## src/design/lcdnw_pkg.sv

```systemverilog
package lcdnw_pkg;

	// Field widths
	localparam int ROW_W    = 8;
	localparam int COL_W    = 8;
	localparam int BIN_W    = 16;
	localparam int COUNT_W  = 4;
	localparam int BYTE_W   = 8;

	// BCD conversion layout: five digits, shift-add-3 over 16 bits
	localparam int BCD_DIGITS      = 5;
	localparam int BCD_W           = 4 * BCD_DIGITS;
	localparam int STEPS_PER_STAGE = 4;
	localparam int NUM_STAGES      = BIN_W / STEPS_PER_STAGE;
	localparam int IDX_W           = 3;

	// Display constants
	localparam logic [ROW_W-1:0]   ROW_TOP       = 8'd1;
	localparam logic [ROW_W-1:0]   ROW_BOTTOM    = 8'd2;
	localparam logic [COL_W-1:0]   COL_FIRST     = 8'd1;
	localparam logic [COL_W-1:0]   NUM_COLS      = 8'd16;
	localparam logic [BYTE_W-1:0]  CMD_ROW1_BASE = 8'h7F;
	localparam logic [BYTE_W-1:0]  CMD_ROW2_BASE = 8'hBF;
	localparam logic [BYTE_W-1:0]  CMD_HOME      = 8'h80;
	localparam logic [BYTE_W-1:0]  ASCII_ZERO    = 8'd48;
	localparam logic [BYTE_W-1:0]  ERR_CHAR      = 8'h65;
	localparam logic [COUNT_W-1:0] MAX_DIGITS    = 4'd5;

	// Work item carried down the conversion pipeline
	typedef struct packed {
		logic [BYTE_W-1:0]  cmd;
		logic [COUNT_W-1:0] count;
		logic [BCD_W-1:0]   bcd;
		logic [BIN_W-1:0]   bin;
	} work_t;

	// Cursor address command; an out-of-range position homes
	function automatic logic [BYTE_W-1:0] cursor_cmd(logic [ROW_W-1:0] row,
			logic [COL_W-1:0] column);
		logic              col_ok;
		logic [BYTE_W-1:0] c;
		col_ok = (column >= COL_FIRST) && (column <= NUM_COLS);
		c = CMD_HOME;
		if (col_ok && row == ROW_TOP) begin
			c = CMD_ROW1_BASE + column;
		end else if (col_ok && row == ROW_BOTTOM) begin
			c = CMD_ROW2_BASE + column;
		end
		return c;
	endfunction

	// One shift-add-3 step: correct each BCD digit, then shift in the next bit
	function automatic work_t dabble_step(work_t w);
		work_t            r;
		logic [BCD_W-1:0] adj;
		r = w;
		for (int d = 0; d < BCD_DIGITS; d++) begin
			adj[d*4 +: 4] = (w.bcd[d*4 +: 4] >= 4'd5) ? w.bcd[d*4 +: 4] + 4'd3
				: w.bcd[d*4 +: 4];
		end
		r.bcd = {adj[BCD_W-2:0], w.bin[BIN_W-1]};
		r.bin = {w.bin[BIN_W-2:0], 1'b0};
		return r;
	endfunction

endpackage

```

## src/design/lcdnw_if.sv

```systemverilog
// Request channel: one print request per transaction
interface lcdnw_req_if;
	logic       valid;
	logic       ready;
	logic [7:0] row;
	logic [7:0] column;
	logic [15:0] value;
	logic [3:0] digit_count;

	modport source (output valid, row, column, value, digit_count, input ready);
	modport sink (input valid, row, column, value, digit_count, output ready);
endinterface

// Display bus channel: one LCD byte per transaction
interface lcdnw_byte_if;
	logic       valid;
	logic       ready;
	logic [7:0] out_byte;
	logic       is_data;
	logic       last;

	modport source (output valid, out_byte, is_data, last, input ready);
	modport sink (input valid, out_byte, is_data, last, output ready);
endinterface

```

## src/design/lcdnw_stage.sv

```systemverilog
module lcdnw_stage (
	input  logic            clk,
	input  logic            arst_n,
	input  logic            in_valid,
	output logic            in_ready,
	input  lcdnw_pkg::work_t in_work,
	output logic            out_valid,
	input  logic            out_ready,
	output lcdnw_pkg::work_t out_work
);
	import lcdnw_pkg::*;

	work_t stepped;
	logic  valid_s;
	work_t work_s;

	// Four conversion steps per stage
	always_comb begin
		stepped = in_work;
		for (int s = 0; s < STEPS_PER_STAGE; s++) begin
			stepped = dabble_step(stepped);
		end
	end

	// Stage advances when empty or when the next stage takes its item
	assign in_ready = !valid_s || out_ready;

	always_ff @(posedge clk or negedge arst_n) begin
		if (!arst_n) begin
			valid_s <= 1'b0;
		end else if (in_ready) begin
			valid_s <= in_valid;
		end
	end

	always_ff @(posedge clk) begin
		if (in_ready && in_valid) begin
			work_s <= stepped;
		end
	end

	assign out_valid = valid_s;
	assign out_work  = work_s;

endmodule

```

## src/design/lcdnw_serializer.sv

```systemverilog
module lcdnw_serializer (
	input  logic             clk,
	input  logic             arst_n,
	input  logic             in_valid,
	output logic             in_ready,
	input  lcdnw_pkg::work_t in_work,
	lcdnw_byte_if.source     disp
);
	import lcdnw_pkg::*;

	logic               valid_q;
	logic [BYTE_W-1:0]  cmd_q;
	logic [COUNT_W-1:0] count_q;
	logic [BCD_W-1:0]   bcd_q;
	logic [IDX_W-1:0]   idx_q;
	logic [IDX_W-1:0]   last_idx_q;
	logic [IDX_W-1:0]   last_idx;
	logic [IDX_W-1:0]   sel;
	logic [3:0]         nib;
	logic               is_last;
	logic               take;

	assign is_last  = (idx_q == last_idx_q);
	assign take     = disp.valid && disp.ready;
	assign in_ready = !valid_q || (take && is_last);

	// Index of the final byte: command only, command plus 'e', or command plus digits
	always_comb begin
		if (in_work.count == '0) begin
			last_idx = '0;
		end else if (in_work.count > MAX_DIGITS) begin
			last_idx = IDX_W'(1);
		end else begin
			last_idx = in_work.count[IDX_W-1:0];
		end
	end

	// Control: load a new request or step through its bytes
	always_ff @(posedge clk or negedge arst_n) begin
		if (!arst_n) begin
			valid_q <= 1'b0;
			idx_q   <= '0;
		end else if (in_valid && in_ready) begin
			valid_q <= 1'b1;
			idx_q   <= '0;
		end else if (take) begin
			if (is_last) begin
				valid_q <= 1'b0;
			end else begin
				idx_q <= idx_q + 1'b1;
			end
		end
	end

	always_ff @(posedge clk) begin
		if (in_valid && in_ready) begin
			cmd_q      <= in_work.cmd;
			count_q    <= in_work.count;
			bcd_q      <= in_work.bcd;
			last_idx_q <= last_idx;
		end
	end

	// Byte k of the digits maps to BCD digit (count - k), counting from the ones place
	assign sel = count_q[IDX_W-1:0] - idx_q;

	always_comb begin
		case (sel)
			3'd0:    nib = bcd_q[3:0];
			3'd1:    nib = bcd_q[7:4];
			3'd2:    nib = bcd_q[11:8];
			3'd3:    nib = bcd_q[15:12];
			3'd4:    nib = bcd_q[19:16];
			default: nib = 4'd0;
		endcase
	end

	// Output byte
	always_comb begin
		disp.valid = valid_q;
		disp.last  = is_last;
		if (idx_q == '0) begin
			disp.out_byte = cmd_q;
			disp.is_data  = 1'b0;
		end else begin
			disp.is_data = 1'b1;
			if (count_q > MAX_DIGITS) begin
				disp.out_byte = ERR_CHAR;
			end else begin
				disp.out_byte = ASCII_ZERO + {4'd0, nib};
			end
		end
	end

`ifndef SYNTHESIS
	a_idx_bound: assert property (@(posedge clk) disable iff (!arst_n)
		valid_q |-> idx_q <= last_idx_q)
		else $error("byte index past end of request");

	a_step: assert property (@(posedge clk) disable iff (!arst_n)
		(take && !is_last) |=> (valid_q && idx_q == $past(idx_q) + 1'b1))
		else $error("request did not advance to its next byte");

	a_load: assert property (@(posedge clk) disable iff (!arst_n)
		(in_valid && in_ready) |=> (valid_q && idx_q == '0))
		else $error("new request did not start at its command byte");

	a_data_char: assert property (@(posedge clk) disable iff (!arst_n)
		(disp.valid && disp.is_data) |->
		((disp.out_byte >= ASCII_ZERO && disp.out_byte <= ASCII_ZERO + 8'd9)
		|| disp.out_byte == ERR_CHAR))
		else $error("data byte is neither a digit nor the error mark");

	a_cmd_first: assert property (@(posedge clk) disable iff (!arst_n)
		(disp.valid && !disp.is_data) |-> idx_q == '0)
		else $error("command byte outside first position");
`endif

endmodule

```

## src/design/lcd_decimal_number_writer.sv

```systemverilog
// Decimal number writer for a two-line character LCD.
// req channel: one transaction per print request (row, column, value, digit_count).
// disp channel: one transaction per bus byte (out_byte, is_data, last). Each request
// gives a cursor command (is_data = 0), then digit_count ASCII digits with leading
// zeros, or the single character 'e' when digit_count exceeds five; last marks the
// final byte. A request yields 1 to 6 bytes.
// The command byte of a request reaches disp after the four binary-to-BCD stages of
// four shift-add-3 steps each, then the byte serializer. Requests may enter every
// cycle while the pipeline has room; the serializer sends one byte per cycle while
// disp is ready and loads the next request only as the last byte of the current
// one is taken.
// When disp stalls, the current byte holds and the stages fill behind it; req.ready
// drops once every stage holds a request. Nothing is lost or repeated.
// Reset clears the stage valid bits, the serializer valid bit and the byte index
// only; no request is in flight afterwards.
module lcd_decimal_number_writer (
	input logic          clk,
	input logic          arst_n,
	lcdnw_req_if.sink    req,
	lcdnw_byte_if.source disp
);
	import lcdnw_pkg::*;

	logic  stg_valid [NUM_STAGES+1];
	logic  stg_ready [NUM_STAGES+1];
	work_t stg_work  [NUM_STAGES+1];

	// Entry: cursor command, digit count and the raw value
	assign stg_valid[0] = req.valid;
	assign req.ready    = stg_ready[0];
	always_comb begin
		stg_work[0].cmd   = cursor_cmd(req.row, req.column);
		stg_work[0].count = req.digit_count;
		stg_work[0].bcd   = '0;
		stg_work[0].bin   = req.value;
	end

	// Binary to BCD pipeline
	for (genvar g = 0; g < NUM_STAGES; g++) begin : g_stage
		lcdnw_stage u_stage (
			.clk      (clk),
			.arst_n   (arst_n),
			.in_valid (stg_valid[g]),
			.in_ready (stg_ready[g]),
			.in_work  (stg_work[g]),
			.out_valid(stg_valid[g+1]),
			.out_ready(stg_ready[g+1]),
			.out_work (stg_work[g+1])
		);
	end

	// Byte sequencing onto the display bus
	lcdnw_serializer u_ser (
		.clk     (clk),
		.arst_n  (arst_n),
		.in_valid(stg_valid[NUM_STAGES]),
		.in_ready(stg_ready[NUM_STAGES]),
		.in_work (stg_work[NUM_STAGES]),
		.disp    (disp)
	);

endmodule
```

## src/flat_wrapper.sv

```systemverilog
// flat-port wrapper written by rule: the top's interface ports become plain ports
module lcd_decimal_number_writer_flat import lcdnw_pkg::*;
  (clk, arst_n, req_valid, req_row, req_column, req_value, req_digit_count, req_ready, disp_valid, disp_out_byte, disp_is_data, disp_last, disp_ready);
  lcdnw_req_if req_i ();
  lcdnw_byte_if disp_i ();
  input logic clk;
  input logic arst_n;
  input wire logic [$bits(req_i.valid)-1:0] req_valid;
  input wire logic [$bits(req_i.row)-1:0] req_row;
  input wire logic [$bits(req_i.column)-1:0] req_column;
  input wire logic [$bits(req_i.value)-1:0] req_value;
  input wire logic [$bits(req_i.digit_count)-1:0] req_digit_count;
  output wire logic [$bits(req_i.ready)-1:0] req_ready;
  output wire logic [$bits(disp_i.valid)-1:0] disp_valid;
  output wire logic [$bits(disp_i.out_byte)-1:0] disp_out_byte;
  output wire logic [$bits(disp_i.is_data)-1:0] disp_is_data;
  output wire logic [$bits(disp_i.last)-1:0] disp_last;
  input wire logic [$bits(disp_i.ready)-1:0] disp_ready;
  assign req_i.valid = req_valid;
  assign req_i.row = req_row;
  assign req_i.column = req_column;
  assign req_i.value = req_value;
  assign req_i.digit_count = req_digit_count;
  assign req_ready = req_i.ready;
  assign disp_valid = disp_i.valid;
  assign disp_out_byte = disp_i.out_byte;
  assign disp_is_data = disp_i.is_data;
  assign disp_last = disp_i.last;
  assign disp_i.ready = disp_ready;
  lcd_decimal_number_writer u_core (.clk(clk), .arst_n(arst_n), .req(req_i), .disp(disp_i));
endmodule
```

## config.mk

```make
export PLATFORM = sky130hd
export DESIGN_NAME = lcd_decimal_number_writer_flat
export DESIGN_NICKNAME = d
export VERILOG_FILES = /design/src/design/lcdnw_pkg.sv /design/src/design/lcdnw_if.sv /design/src/design/lcdnw_stage.sv /design/src/design/lcdnw_serializer.sv /design/src/design/lcd_decimal_number_writer.sv /design/src/flat_wrapper.sv
export SDC_FILE = /design/constraint.sdc
export NUM_CORES = 1
export LEC_CHECK = 0
export BUFFER_PORTS_ARGS = -buffer_cell sky130_fd_sc_hd__buf_4
export CORE_MARGIN = 2
export CORE_UTILIZATION = 42
export CTS_CLUSTER_SIZE = 20
export DETAILED_ROUTE_END_ITERATION = 8
export GPL_ROUTABILITY_DRIVEN = 0
export SYNTH_ARGS = -nofsm -noshare
export SYNTH_HDL_FRONTEND = slang
export SYNTH_SLANG_ARGS = --single-unit
```

## constraint.sdc

```tcl
create_clock -name clk -period 7.65 [get_ports clk]
set_input_delay 1.53 -clock clk [delete_from_list [all_inputs] [get_ports clk]]
set_output_delay 1.53 -clock clk [all_outputs]
set_load 0.1 [all_outputs]
```

Word-level counts from Yosys, hierarchy flattened
Cells that the tools add are included.
{"block": "totals", "output_inout_bits": 12, "regBits": 187}
{"block": "classes", "n_eq_ne": 8, "reduce_logical": 28, "add_sub_neg": 70, "mux": 78, "magnitude_cmp": 69}
{"operator": "4-bit by 3-bit greater-or-equal comparator with 1-bit output, second input constant", "n": 60}
{"operator": "4-bit by 2-bit adder with 4-bit output, second input constant", "n": 50}
{"operator": "4-bit 2-to-1 mux", "n": 50}
{"operator": "3-bit 2-to-1 mux", "n": 17}
{"operator": "3-bit by 2-bit adder with 3-bit output, second input constant", "n": 10}
{"operator": "8-bit 2-to-1 mux", "n": 3}
{"operator": "4-bit one-hot mux with 5 select lines", "n": 1}
{"operator": "1-bit by 2-bit adder with 3-bit output, both inputs constant", "n": 4}
{"operator": "1-bit by 3-bit greater-or-equal comparator with 1-bit output, both inputs constant", "n": 4}
{"operator": "1-bit logical AND", "n": 10}
{"operator": "7-bit by 8-bit adder with 8-bit output, first input constant", "n": 1}
{"operator": "8-bit adder, first input constant", "n": 1}
{"operator": "8-bit by 1-bit equality test with 1-bit output, second input constant", "n": 1}
{"operator": "8-bit by 2-bit equality test with 1-bit output, second input constant", "n": 1}
{"operator": "8-bit by 1-bit greater-or-equal comparator with 1-bit output, second input constant", "n": 1}
{"operator": "4-bit by 3-bit > comparator with 1-bit output, second input constant", "n": 2}
{"operator": "8-bit by 5-bit <= comparator with 1-bit output, second input constant", "n": 1}
{"operator": "6-bit by 4-bit adder with 7-bit output, first input constant", "n": 1}
{"operator": "7-bit 2-to-1 mux", "n": 1}
{"operator": "3-bit by 2-bit equality test with 1-bit output, second input constant", "n": 2}
{"operator": "3-bit zero test", "n": 2}
{"operator": "1-bit 2-to-1 mux", "n": 6}
{"operator": "1-bit zero test", "n": 5}
{"operator": "1-bit logical OR", "n": 5}
{"operator": "12 further kinds", "n": 14}

Depth between registers and ports, before layout
Gate-level depths: netlist of the first run.
{"block": "logic_depth", "depth_word": 8, "ltp_mapped": 20, "depth_no_buf": 20}

Hierarchy
Synthesis of the first run repeated with hierarchy kept, for this count alone.
{"block": "hier_totals", "hier_cells": 1656, "area_unflattened_um2": 16145.5}
{"module": "lcdnw_stage", "cells_per_inst": 377, "n_inst": 4, "area_per_inst_um2": 3544.6}
{"module": "lcdnw_serializer", "cells_per_inst": 109, "n_inst": 1, "area_per_inst_um2": 1697.9}
{"module": "lcd_decimal_number_writer", "cells_per_inst": 39, "n_inst": 1, "area_per_inst_um2": 269.0}

Least setup slack after synthesis of the first run
No wires, ideal clock.
{"block": "synth_timing", "kind": "register -> register", "startpoint": "register u_core.u_ser.idx_q[0]", "endpoint": "register u_core.g_stage[2].u_stage.work_s, in the netlist u_core.g_stage[2].u_stage.out_work[12], enable pin", "period_less_slack_ps": 6096, "setup_time_ps": 467, "arrival_ps": 5629, "n_path_buf": 0, "path_stages_with_launch": 7, "required_ps": 7183, "slack_ps": 1554, "path_cell_list": "dfrtp_1 xor2_1 nor3_1 nand2_1 nand2_1 nor2_1 a21boi_0"}
{"block": "synth_via", "elab_chain_cells": 6}
{"element": "start, declared", "line": "lcdnw_serializer.sv:15", "source": "logic [IDX_W-1:0] idx_q;"}
{"element": "start signal, assigned", "line": "lcdnw_serializer.sv:50", "source": "idx_q <= idx_q + 1'b1;"}
{"element": "3-bit equality test", "line": "lcdnw_serializer.sv:23", "source": "assign is_last = (idx_q == last_idx_q);"}
{"element": "via disp_last", "line": "flat_wrapper.sv:17", "source": "output wire logic [$bits(disp_i.last)-1:0] disp_last;"}
{"element": "1-bit logical AND", "line": "lcdnw_serializer.sv:25", "source": "assign in_ready = !valid_q || (take && is_last);"}
{"element": "1-bit logical OR", "line": "lcdnw_serializer.sv:25"}
{"element": "1-bit logical OR (2 in series)", "line": "lcdnw_stage.sv:26", "source": "assign in_ready = !valid_s || out_ready;"}
{"element": "1-bit logical AND", "line": "lcdnw_stage.sv:37", "source": "if (in_ready && in_valid) begin"}
{"element": "end signal, assigned", "line": "lcdnw_stage.sv:38", "source": "work_s <= stepped;"}
{"element": "end, declared", "line": "lcdnw_stage.sv:15", "source": "work_t work_s;"}
The timed path passes the listed nets, and every way through them passes these cells.
A chain may end at the register's enable or synchronous reset.

Worst setup path after layout of the first run
{"block": "layout_timing", "startpoint": "register u_core.u_ser.idx_q[0]", "endpoint": "output disp_out_byte[2]"}
{"block": "layout_via", "elab_chain_cells": 6, "word_cells_on_any_way": 11, "cone_classes": "add/sub: 2; eq/ne: 4; mux: 3; reduce/logical: 2"}
{"element": "3-bit subtractor", "line": "lcdnw_serializer.sv:65", "source": "assign sel = count_q[IDX_W-1:0] - idx_q;"}
{"element": "3-bit equality test, or another cell as far along", "line": "lcdnw_serializer.sv:68", "source": "case (sel)"}
{"element": "4-bit one-hot mux with 5 select lines", "line": "lcdnw_serializer.sv:68"}
{"element": "6-bit by 4-bit adder with 7-bit output", "line": "lcdnw_serializer.sv:90", "source": "disp.out_byte = ASCII_ZERO + {4'd0, nib};"}
{"element": "7-bit 2-to-1 mux", "line": "lcdnw_serializer.sv:87", "source": "if (count_q > MAX_DIGITS) begin"}
{"element": "8-bit 2-to-1 mux (*)", "line": "lcdnw_serializer.sv:82", "source": "if (idx_q == '0) begin"}
{"element": "end, declared", "line": "flat_wrapper.sv:15", "source": "output wire logic [$bits(disp_i.out_byte)-1:0] disp_out_byte;"}
Every way passes the cells marked *; elsewhere a longest branch is shown, timed or not.

==> results of run 1 <==
final cells by class:
class / count / share of cell area (%)
inverter: 55 / 1.87
clock buffer: 21 / 3.99
clock inverter: 11 / 1.60
tap: 285 / 3.23
multi-input combinational: 666 / 40.9
timing repair buffer: 58 / 3.94
sequential: 165 / 44.5
kinds of logic (layout without fill, tap and decap cells):
group | after synthesis | in the layout | share of synthesized area [%]
buf+inv | 79 | 145 | 3.07
flops | 165 | 165 | 50.7
simple gates | 264 | 264 | 13.1
compound gates | 280 | 280 | 19.6
fa+ha+maj | 43 | 43 | 5.58
xor+xnor | 44 | 44 | 4.28
mux | 35 | 35 | 3.77
worst max-delay path: cells and delay by family, from the launching register on:
family,cells,cell delay (ps)
adders and majority gates,2,550
AOI/OAI and AO/OA,3,650
xor gates and xnor gates,1,720
DFF,1,430
buffers and inverters,2,340
cell usage in the layout (no fill, tap or decap), types with 11 or more instances in the layout:
cell       Yosys  final
clkbuf_16      0     17
o21a_1        12     12
edfxtp_1     157    157
o22ai_1       17     17
o21ai_0       58     58
nand2_1       81     81
nand2b_1      17     17
xor2_1        12     12
and2_1        12     12
buf_4          0     58
mux2i_1       23     23
o21ai_1       11     11
nor3_1        17     17
nor2_1        68     68
a21oi_1       62     61
nand3_1       20     20
mux2_2        12     12
xnor2_1       28     28
ha_1          40     40
inv_1         51     51
nor3b_1       11     11
worst paths after layout:
kind,start,endpoint,slack (ps),cells after the start
setup / recovery,u_core.u_ser.idx_q[0]$_DFFE_PN0P_,disp_out_byte[2],3010,8
hold / removal,u_core.g_stage[3].u_stage.out_work[35]$_DFFE_PP_,u_core.u_ser.bcd_q[19]$_DFFE_PP_,410,0
setup reg to reg,u_core.g_stage[2].u_stage.out_work[16]$_DFFE_PP_,u_core.g_stage[3].u_stage.out_work[21]$_DFFE_PP_,3740,15
min in group asynchronous,arst_n,u_core.u_ser.idx_q[2]$_DFFE_PN0P_,920,1
max in group asynchronous,arst_n,u_core.u_ser.idx_q[1]$_DFFE_PN0P_,6590,1
hold reg to reg,u_core.g_stage[3].u_stage.out_work[35]$_DFFE_PP_,u_core.u_ser.bcd_q[19]$_DFFE_PP_,410,0
routing by layer:
metal  global-route usage [%]  wire (µm)  up-vias
met2                     24.7       8230      122
met3                     3.00        546       15
met1                     20.4       8680     3147
li1                         -          -     3522
met5                        0          0        -
met4                     4.28        187        0
through the flow:
step,setup WS [ps],utilization (%)
6_report,3010,48.8
5_1_grt,2780,48.8
4_1_cts,2960,48.8
3_5_place_dp,3340,46.1
3_3_place_gp,3390,46.1
2_1_floorplan,1550,-
power by group:
part	internal (µW)	leakage, µW	switching (µW)
combinational	899	0.00225	1450
sequential	1280	0.00151	96.5
clock	550	0.000302	342
total	2730	0.00406	1890
registers in the layout, summed over array words and instances (netlist names):
name and count:
u_core.g_stage.u_stage.out_work 122, u_core.u_ser.bcd_q 20, u_core.u_ser.cmd_q 8, u_core.g_stage.u_stage.out_valid 4, u_core.u_ser.count_q 4, u_core.u_ser.idx_q 3, u_core.u_ser.last_idx_q 3, u_core.u_ser.disp.valid 1
==> flow_summary.toml, run 1 <==
[timing]
slew_headroom_pct = 25.4
setup_violations = 0
setup_tns_ps = 0
holdWs_ps = 413
finalHoldViolCount = 0
post-route-period-util_pct = 60.7
layout_min_cycle_time_ps = 4640
fmax_mhz = 215
worst_slew_pin_slew_ps = 1120
drv_slew = 0
fin_worst_skew_ps = 14.0
rsz0062_at_grt = "false"

[finish]
drive_gt1_share_pct = 13.7
diodes = 0
area_growth_pct = 13.8
nFillCells = 2023
multiInputGateArea_mm2 = 0.00452
postLayoutCellArea_mm2 = 0.0110
fin_cells = 1261
layout.nets = 1044
seqCellArea_mm2 = 0.00491

[setup_path]
cp-start-kind = "flip-flop"
arrival_ps = 3110
worstSetupPathType = "reg -> out"
end_kind = "output pin"
crit_path_max_fanout = 10
crit_slowest_cell = "xnor2_1"
crit_chain = "ha_1 -> inv_1 -> fa_1 -> xnor2_1 -> a31oi_1 -> o221ai_1 -> o21a_1 -> buf_4"
max_stage_delay_ps = 720
required_ps = 6120

[global_routing]
grt_pass1_wl_mm = 29.8
antenna_found_initial = 0
grt_overflow = 0
grt_pass1_vias = 6421
grt_max_degree = 36
grt_use_total_pct = 15.1

[synthesis]
yosysWarnings = 0
synth.top_cells.by_count = "157 x edfxtp_1, 81 x nand2_1, 68 x nor2_1, 62 x a21oi_1, 58 x o21ai_0"
yosys.area.top_type = "edfxtp_1"
syn_nets = 991
ys_ff_latch = 165
yosysMostFrequentCell = "edfxtp_1"
syn_area_mm2 = 0.00970
synth.yosys.seq_area_share_pct = 50.7
syn_avg_cell_area_um2 = 10.7
synth_area_leaders = "edfxtp_1 49%, ha_1 5.2%, a21oi_1 3.2%"
ys_async_sr_fraction_pct = 4.85
yosysTopAreaCellShare_pct = 48.6
synthCells = 910
synth_cell_types = 84
synth_ff_type = "edfxtp_1"
synth_edf_count = 157

[clock_network]
cts.sinks = 165
cts_resized = 0
cts_root_buf = "clkbuf_16"
cts_buffers = 17
clk_pin_slew_ps = 70
h-tree-depth = 4
hold_buffers = 0
clk_latency_ps = 430
cts_tree = "yes"
cts_buffer_depth = 2
cts_setup_buffers = 0

[floorplan]
fp.dieArea_mm2 = 0.0243
row_count = 55
initial_core_util_pct = 42.9
core_area_mm2 = 0.0226
fp.dieH_um = 156
die_w_um = 156
ioPinCount = 52

[placed_design]
place_area_mm2 = 0.0104
dp_cells = 1229
hpwlAfterDp_mm = 12.3
port_buffers = 51

[drt]
drc = 0
wl_per_cell_um = 14.0
firstDrtPassIters = 5
routed_wl_mm = 17.6
antenna_left = 0
drtIter0Drc = 592
vias = 6806
viasPerCell = 5.40

[pwr]
irDropWorstVdd_mv = 0.183
total_power_uw = 4620
cellPowerDensity_mw_per_mm2 = 418
leakage_uw = 0.00406

[flow_run]
cap_violations = 0

[min_path]
worstHoldPathType = "reg -> reg"

[status]
status = "complete, no violations"
Power figures use the tool's default switching activity.
==> run 2, diff against run 1 <==
- clock period: 7.65 -> 4.2 ns (I/O delays scaled with it)
==> run 2 against run 1 <==
  * Critical path type is now reg -> reg
  * Highest routed layer unchanged
  * Critical endpoint is now u_core.g_stage[3].u_stage.out_work[34]$_DFFE_PP_
  * Flip-flop and latch count unchanged
  * First-iteration DRC count fell by 1.9%
  * Count of clock-buffer cells in the layout rose by 1
  * Register-to-register slack got worse by 3300 ps
==> flow_summary.toml, run 2 (synthesis gave the netlist of run 1 again) <==
[status]
status = "complete, no violations"

[drt]
viasPerCell = 5.41
wl_per_cell_um = 13.7
firstDrtPassIters = 7
vias = 6854
drtIter0Drc = 581
drc = 0
routed_wl_mm = 17.4
antenna_left = 0

[timing]
layout_min_cycle_time_ps = 3760
worst_slew_pin_slew_ps = 1170
fin_worst_skew_ps = 16.6
finalHoldViolCount = 0
post-route-period-util_pct = 89.4
drv_slew = 0
setup_tns_ps = 0
setup_violations = 0
slew_headroom_pct = 21.9
rsz0062_at_grt = "false"
fmax_mhz = 266

[pwr]
total_power_uw = 8330
irDropWorstVdd_mv = 0.319
cellPowerDensity_mw_per_mm2 = 753
leakage_uw = 0.00405

[global_routing]
antenna_found_initial = 0
grt_use_total_pct = 14.6
grt_overflow = 0
grt_max_degree = 36
grt_pass1_wl_mm = 28.9
grt_pass1_vias = 6199

[finish]
final_common_cell = "edfxtp_1"
drive_gt1_share_pct = 14.6
diodes = 0
layout.nets = 1050
layout.cells.most_common_list = "157 x edfxtp_1, 81 x nand2_1, 68 x nor2_1"
nFillCells = 1991
area_growth_pct = 13.9
largest_reg_flops = 122

[floorplan]
fp.dieH_um = 156
ioPinCount = 52
row_count = 55
fp.dieArea_mm2 = 0.0243
die_w_um = 156
core_area_mm2 = 0.0226
initial_core_util_pct = 42.9

[clock_network]
cts_resized = 0
clk_pin_slew_ps = 70
hold_buffers = 0
cts_root_buf = "clkbuf_16"
clk_latency_ps = 420
cts_tree = "yes"
cts_buffer_depth = 2
cts_buffers = 17
cts_setup_buffers = 0
h-tree-depth = 4
cts.sinks = 165

[placed_design]
hpwlAfterDp_mm = 12.2
port_buffers = 51

[setup_path]
required_ps = 4340
reg2reg_to = "u_core.g_stage[3].u_stage.out_work[34]$_DFFE_PP_"
cp-start-kind = "flip-flop"
r2r_setup_slack_ps = 440
cp_num_buf_inv = 5
worstSetupPathType = "reg -> reg"
crit_chain = "inv_1 -> ha_1 -> inv_1 -> ha_1 -> a21oi_1 -> xnor2_1 -> inv_1 -> ha_1 -> o21a_1 -> o22ai_1 -> nand2_1 -> nand2_1 -> xor2_1 -> inv_1 -> ha_1 -> inv_1 -> ha_1 -> a21oi_1 -> nor2_1 -> a21oi_1"
crit_path_max_fanout = 5
crit_family = "adder cells"
arrival_ps = 3900
max_stage_delay_ps = 450
r2r_cells = 20
rr_startpoint = "u_core.g_stage[2].u_stage.out_work[28]$_DFFE_PP_"
end_kind = "flip-flop"
crit_slowest_cell = "edfxtp_1"

[flow_run]
cap_violations = 0

[min_path]
worstHoldPathType = "in -> async"
==> run 2: cell types whose count changed in the layout (fill, tap and decap cells not counted), moves of 3 or more <==
| cell | before | now |
|---|---|---|
| buf_4 | 58 | 64 |
| bufinv_16 | 4 | 0 |
| clkinvlp_4 | 0 | 4 |
| inv_6 | 1 | 4 |
==> run 2: report_power, final <==
group | switching [µW] | internal, µW
Sequential | 167 | 2330
Combinational | 2680 | 1670
Clock | 644 | 837
Total | 3490 | 4840
==> run 2: final cells by class <==
type	instances	area, µm²	share of cell area, %
Timing Repair Buffer	64	480	4.35
Tap cell	285	357	3.23
Sequential cell	165	4910	44.5
Inverter	55	206	1.87
Clock inverter	10	85.1	0.770
Multi-Input combinational cell	666	4530	40.9
Clock buffer	22	485	4.39
==> run 2: how the worst max path moves through the flow <==
| stage | from | end | cells after the start | slack, ps |
|---|---|---|---|---|
| floorplan | u_core.u_ser.idx_q[0]$_DFFE_PN0P_ | u_core.u_ser.bcd_q[0]$_DFFE_PP_ | 4 | 340 |
| global placement | u_core.g_stage[2].u_stage.out_work[28]$_DFFE_PP_ | u_core.g_stage[3].u_stage.out_work[34]$_DFFE_PP_ | 20 | 640 |
| detailed placement | u_core.g_stage[2].u_stage.out_work[28]$_DFFE_PP_ | u_core.g_stage[3].u_stage.out_work[34]$_DFFE_PP_ | 20 | 520 |
| CTS | u_core.g_stage[2].u_stage.out_work[28]$_DFFE_PP_ | u_core.g_stage[3].u_stage.out_work[34]$_DFFE_PP_ | 20 | 480 |
| global route | u_core.g_stage[2].u_stage.out_work[28]$_DFFE_PP_ | u_core.g_stage[3].u_stage.out_work[34]$_DFFE_PP_ | 20 | 40 |
| finish | u_core.g_stage[2].u_stage.out_work[28]$_DFFE_PP_ | u_core.g_stage[3].u_stage.out_work[34]$_DFFE_PP_ | 20 | 440 |
==> run 2: per-layer routing <==
| metal | wire, µm | part of all wire [%] | track usage [%] |
|---|---|---|---|
| met4 | 157 | 0.90 | 5.20 |
| met3 | 416 | 2.4 | 2.61 |
| met2 | 8190 | 47 | 23.3 |
| met1 | 8650 | 50 | 20.0 |
| met5 | 0 | 0 | 0 |
==> run 2: through the flow <==
step | hold slack, ps | setup WS [ps] | util [%] | cells | area [µm²]
floorplan | 400 | 342 | - | 910 | 9720
global placement | 400 | 637 | 46.3 | 1235 | 10500
detailed placement | 405 | 517 | 46.3 | 1235 | 10500
CTS | 205 | 476 | 48.8 | 1267 | 11100
global route | 205 | 39.9 | 48.8 | 1267 | 11100
finish | 227 | 444 | 48.8 | 1267 | 11100
==> run 2: worst reg2reg max path, delay by kind of cell (launching register included) <==
family	cells	cell delay [ps]
buf+inv	5	370
fa+ha+maj	5	930
flops	1	450
compound gates	5	880
xor+xnor	2	520
simple gates	3	350
